[src/rtl/core/mrm_pkg.sv]
package mrm_pkg;

    localparam int DATA_WIDTH = 32;
    localparam int FRAC_BITS  = 16;
    localparam int LANES      = 4;
    localparam int LANE_W     = $clog2(LANES);
    localparam int INDEX_W    = 2 * LANE_W;
    localparam int PROD_W     = 2 * DATA_WIDTH;
    localparam int SUM_EXT    = $clog2(LANES);
    localparam int SUM_W      = PROD_W + SUM_EXT;
    localparam int TOP_W      = SUM_W - DATA_WIDTH + 1;

    localparam logic CMD_LOAD = 1'b0;
    localparam logic CMD_ROW  = 1'b1;

    typedef struct packed {
        logic                              cmd;
        logic [INDEX_W-1:0]                load_index;
        logic [DATA_WIDTH-1:0]             load_value;
        logic [LANES-1:0][DATA_WIDTH-1:0]  row;
        logic [LANES-1:0][SUM_W-1:0]       sum;
    } t_item;

endpackage

[src/rtl/core/mrm_scale.sv]
module mrm_scale
    import mrm_pkg::*;
(
    input  logic                             i_clk,
    input  logic                             i_rst_n,
    input  logic                             i_valid,
    output logic                             o_ready,
    input  t_item                            i_item,
    output logic                             o_valid,
    input  logic                             i_ready,
    output logic [LANES-1:0][DATA_WIDTH-1:0] o_data
);

    logic                             r_valid;
    logic [LANES-1:0][DATA_WIDTH-1:0] r_data;
    logic [LANES-1:0][DATA_WIDTH-1:0] n_data;
    logic [SUM_W-1:0]                 shifted [LANES];
    logic [TOP_W-1:0]                 top_bits [LANES];
    logic                             ready_in;

    assign ready_in = !r_valid || i_ready;
    assign o_ready  = ready_in;
    assign o_valid  = r_valid;
    assign o_data   = r_data;

    always_comb begin
        for (int j = 0; j < LANES; j++) begin
            shifted[j]  = SUM_W'($signed(i_item.sum[j]) >>> FRAC_BITS);
            top_bits[j] = shifted[j][SUM_W-1:DATA_WIDTH-1];
            if ((top_bits[j] == '0) || (top_bits[j] == '1)) begin
                n_data[j] = shifted[j][DATA_WIDTH-1:0];
            end else if (shifted[j][SUM_W-1]) begin
                n_data[j] = {1'b1, {(DATA_WIDTH-1){1'b0}}};
            end else begin
                n_data[j] = {1'b0, {(DATA_WIDTH-1){1'b1}}};
            end
        end
    end

    always_ff @(posedge i_clk) begin
        if (!i_rst_n) begin
            r_valid <= 1'b0;
        end else if (ready_in) begin
            r_valid <= i_valid && (i_item.cmd == CMD_ROW);
        end
        if (i_valid && ready_in && (i_item.cmd == CMD_ROW)) begin
            r_data <= n_data;
        end
    end

endmodule

[config.mk]
export PLATFORM = sky130hd
export DESIGN_NAME = mrm_scale
export DESIGN_NICKNAME = d
export VERILOG_FILES = /design/src/rtl/core/mrm_pkg.sv /design/src/rtl/core/mrm_scale.sv
export SDC_FILE = /design/constraint.sdc
export NUM_CORES = 1
export LEC_CHECK = 0
export ABC_CLOCK_PERIOD_IN_PS = 8140
export BUFFER_PORTS_ARGS = -buffer_cell sky130_fd_sc_hd__buf_2
export CORE_AREA = 2 2 216 218
export CTS_CLUSTER_SIZE = 30
export DETAILED_ROUTE_END_ITERATION = 8
export DIE_AREA = 0 0 218 220
export PLACE_DENSITY = 0.38
export SLEW_MARGIN = 20
export SYNTH_ARGS = -nofsm -noshare
export SYNTH_HDL_FRONTEND = slang
export SYNTH_SLANG_ARGS = --single-unit
[constraint.sdc]
create_clock -name i_clk -period 8.14 [get_ports i_clk]
set_input_delay 0.407 -clock i_clk [delete_from_list [all_inputs] [get_ports i_clk]]
set_output_delay 0.407 -clock i_clk [all_outputs]
set_load 0.02 [all_outputs]
Yosys cells after proc, flatten, opt, wreduce, memory -nomap -nowiden --
Index checks and enable logic that the tools add are counted.
Operators by class: equal/unequal tests 4, muxes and demuxes 8, reduce and logical (&&, ||, !) cells 13
Operators with widths (count):
- 32-bit 2-to-1 mux | 8
- 35-bit == test (second input constant) | 4
- 35-bit zero test | 4
- 1-bit logical OR | 5
- 1-bit logical AND | 3
- 1-bit zero test | 1
Storage, ports and cells: register bits after elaboration 129, input port bits 433, output and inout bits 130, logic and storage cells 30

Logic depth before layout (Yosys ltp) --
word-level depth 4, gate-level depth with buffers 6, depth with buffers taken out 5

Worst setup path after synthesis --
No wires, ideal clock.
path type input-to-reg, from input port i_ready, to register r_data, in the netlist o_data[0] (enable), library setup time 0.631 ns, arrival time 6.334 ns, required time 7.509 ns, setup slack 1.176 ns, stages on the path 2, buffers on the path 0, path through nand2b_1 > nor2b_1
On the way: longest elaborated chain between the ends 3
Ends and longest elaborated chain:
- start: declaration | RTL line mrm_scale.sv:10 | input logic i_ready,
- 1-bit logical OR | RTL line mrm_scale.sv:21 | assign ready_in = !r_valid || i_ready;
- 1-bit logical AND (2 in a row) | RTL line mrm_scale.sv:46 | if (i_valid && ready_in && (i_item.cmd == CMD_ROW)) begin
- end signal: assignment | RTL line mrm_scale.sv:47 | r_data <= n_data;
- end: declaration | RTL line mrm_scale.sv:15 | logic [LANES-1:0][DATA_WIDTH-1:0] r_data;
No other way between the ends. A chain may end at the register's enable or synchronous reset.

Worst setup path after layout --
from register r_valid (netlist: o_valid), to register r_data, in the netlist o_data[4] (enable)
On the way: longest elaborated chain between the ends 4
Ends and longest elaborated chain:
- start: declaration | RTL line mrm_scale.sv:14 | logic r_valid;
- start signal: assignment | RTL line mrm_scale.sv:44 | r_valid <= i_valid && (i_item.cmd == CMD_ROW);
- 1-bit zero test | RTL line mrm_scale.sv:21
- 1-bit logical OR | RTL line mrm_scale.sv:21
- 1-bit logical AND (2 in a row) | RTL line mrm_scale.sv:46
No other way between the ends.

==> impl_results.md <==
* GPL Wtd Cong at roughly 0.7
* Num rows at 79
* CTS Sinks at 129
* Post-Syn Area at 5600 um^2
* CTS H-tree depth at 4
* Setup-failing EPs final at 0
* Worst setup EP type: register
* Final Hold Viols at 0
* Post-CTS resize count at 0
* Later-pin clock latency in the skew report at 0.44 ns
* Number of global-route vias before repair at about 4700
* DIE AREA at 48000 um^2
* Worst setup SP type: register
* Slew Viols, Final at 0
* Initial Utilization at between 10% and 20%
* Maximum vdd drop at 0.142 mV
* CP Launch Point: o_valid
* Largest net degree at the start of global routing at 70
* Dpl hpwl at approximately 15000 um
* Ports at 563
* Syn nets at 776
* # port buffers at 334
* Power per cell area at 203 nW/um^2
* DRT iter0 DRCs at ~120
* Vias at 4398
* Core footprint at ~46000 um^2
* Hold_buf cts at 0
* Post-CTS Setup Inserts at 0
* DRC errors left at 0
* Clk buf depth at 2
* RSZ-0062 raised after global routing: false
* Fmax at 0.363 GHz
* Critical Path RT at 8.20 ns
* Final ANT Viol Nets at 0
* Post-route setup TNS at 0 ns
* Max_slew headroom at 34.2%
* Critical R2R Capture: o_data[4]
* First-pass GRT wire length at around 29000 um
* R2r setup slk at 5.39 ns
* Critical path type: reg2reg
* Fin crit share at 33.8%
* Most frequent cells in the layout: 334 x buf_2, 128 x edfxtp_1, 82 x a21o_2
* Final min period at ~2.8 ns
* Worst hold-check path type: in2reg
* Synth Warn # at 0
* Clock Pin Slew Worst Setup and Hold Paths at ~0.060 ns
* Worst hold slack at between 0.2 and 0.25 ns
* R2r startpoint: o_valid
* Share of post-route cells with drive strength above 1 at approximately two thirds
* Worst setup endpoint: o_data[4]
* Mean area per synthesized cell at between 15 and 20 um^2
* Number of max-cap violations at 0
* Mapped Cells at 343
* DIE WIDTH at 218 um
* Netlist cell types at 22
* Number of register bits inferred by synthesis at about 130
* Clk Tree Root Cell: clkbuf_16
* Initial DRT Pass Iterations at 4
* CTS Buf Count at 17
* Filler instances at 5115
* Die Y at 220 um
* Layout overhead on the synthesized area at 50.4%
* Clk_skew at 0.00641 ns
* Data arrival, critical path at 2.81 ns
* Most common cell after layout, fill and taps aside: buf_2
* Tot GR Track Use at 8.41%
* Worst-Margin Slew at 0.987 ns
* R2R depth at 4
* Final net count at between 1000 and 1500
* Leakage at 0.00371 uW
* Grt ovf at 0
* CP Max Fanout at 69
* Antenna violations before repair at 7
* Routed WL per cell at 15.5 um
* Average vias per placed instance at 3.39
* Post-synthesis sequential area ratio at 69.0%
* CTS tree: yes
* Post-Route WL at 20100 um
* Status: finished, final reports clean
Yosys cell counts, drive strengths merged:
library cell	n	area [um^2]
edfxtp	128	3840
a21o	124	1030
buf	23	235
nor4	21	156
nand4	20	125
nor2	7	26.3
a311oi	3	45.0
a31o	3	26.3
and3	3	18.8
clkbuf	2	7.51
dlygate4sd3	2	20.0
a21boi	1	7.51
a41o	1	10.0
dfxtp	1	20.0
dlygate4sd1	1	8.76
nand2	1	3.75
nand2b	1	6.26
nor2b	1	6.26
worst min-delay path by stage:
stage | startpoint | to | depth (start not counted)
after global routing | i_rst_n | o_valid | 2
after CTS | i_rst_n | o_valid | 2
after global placement | o_valid | o_valid | 2
final | i_rst_n | o_valid | 2
after floorplan | i_rst_n | o_valid | 1
after detailed placement | o_valid | o_valid | 2
critical path, cell delays in order (launching register included):
cell and delay, ns:
dfxtp_1 0.31, nand2b_1 0.10, nor2b_4 0.39, buf_4 0.61
buf_4 0.85
flip-flops by register name, indices dropped and copies added (netlist names):
signal	count
o_data	128
o_valid	1
per-stage QoR:
stage,util (%),cell area (um^2),cells,setup WS [ns],power (uW)
after global routing,18.4,8420,1296,5.15,1790
after floorplan,-,5600,343,1.18,881
after detailed placement,17.1,7860,1263,5.08,976
after global placement,17.1,7860,1263,5.08,975
final,18.4,8420,1297,5.39,1710
after CTS,18.4,8420,1295,5.30,1760
kinds of logic after synthesis:
logic type             Yosys count  synth area share (%)
buffers and inverters           28                  4.85
DFF                            129                  69.0
and+or+nand+nor                 54                  6.12
AOI/OAI and AO/OA              132                  20.0
power breakdown:
| part | internal (uW) | switching, uW | total (uW) |
|---|---|---|---|
| registers | 765 | 6.54 | 772 |
| logic | 78.7 | 107 | 185 |
| clock network | 422 | 330 | 753 |
per-layer routing:
| metal | global-route usage (%) | share of wire [%] | vias to the layer above | wire length [um] |
|---|---|---|---|---|
| met3 | 6.36 | 15 | 27 | 3060 |
| met4 | 2.63 | 1.4 | 10 | 278 |
| met2 | 12.6 | 45 | 246 | 8970 |
| met1 | 9.16 | 39 | 2066 | 7770 |
| met5 | 0 | 0.30 | - | 61 |
| li1 | - | - | 2049 | - |
layout make-up:
| class | instances | area, um^2 | share of cell area [%] |
|---|---|---|---|
| well taps | 607 | 759 | 9.02 |
| clock inverters | 15 | 135 | 1.60 |
| multi-input cells | 186 | 1510 | 17.9 |
| repair buffers | 341 | 1720 | 20.5 |
| flip-flops and latches | 129 | 3860 | 45.9 |
| clock buffers | 17 | 425 | 5.05 |
| diodes | 2 | 5.00 | 0.0594 |
Power figures use the tool's default switching activity.
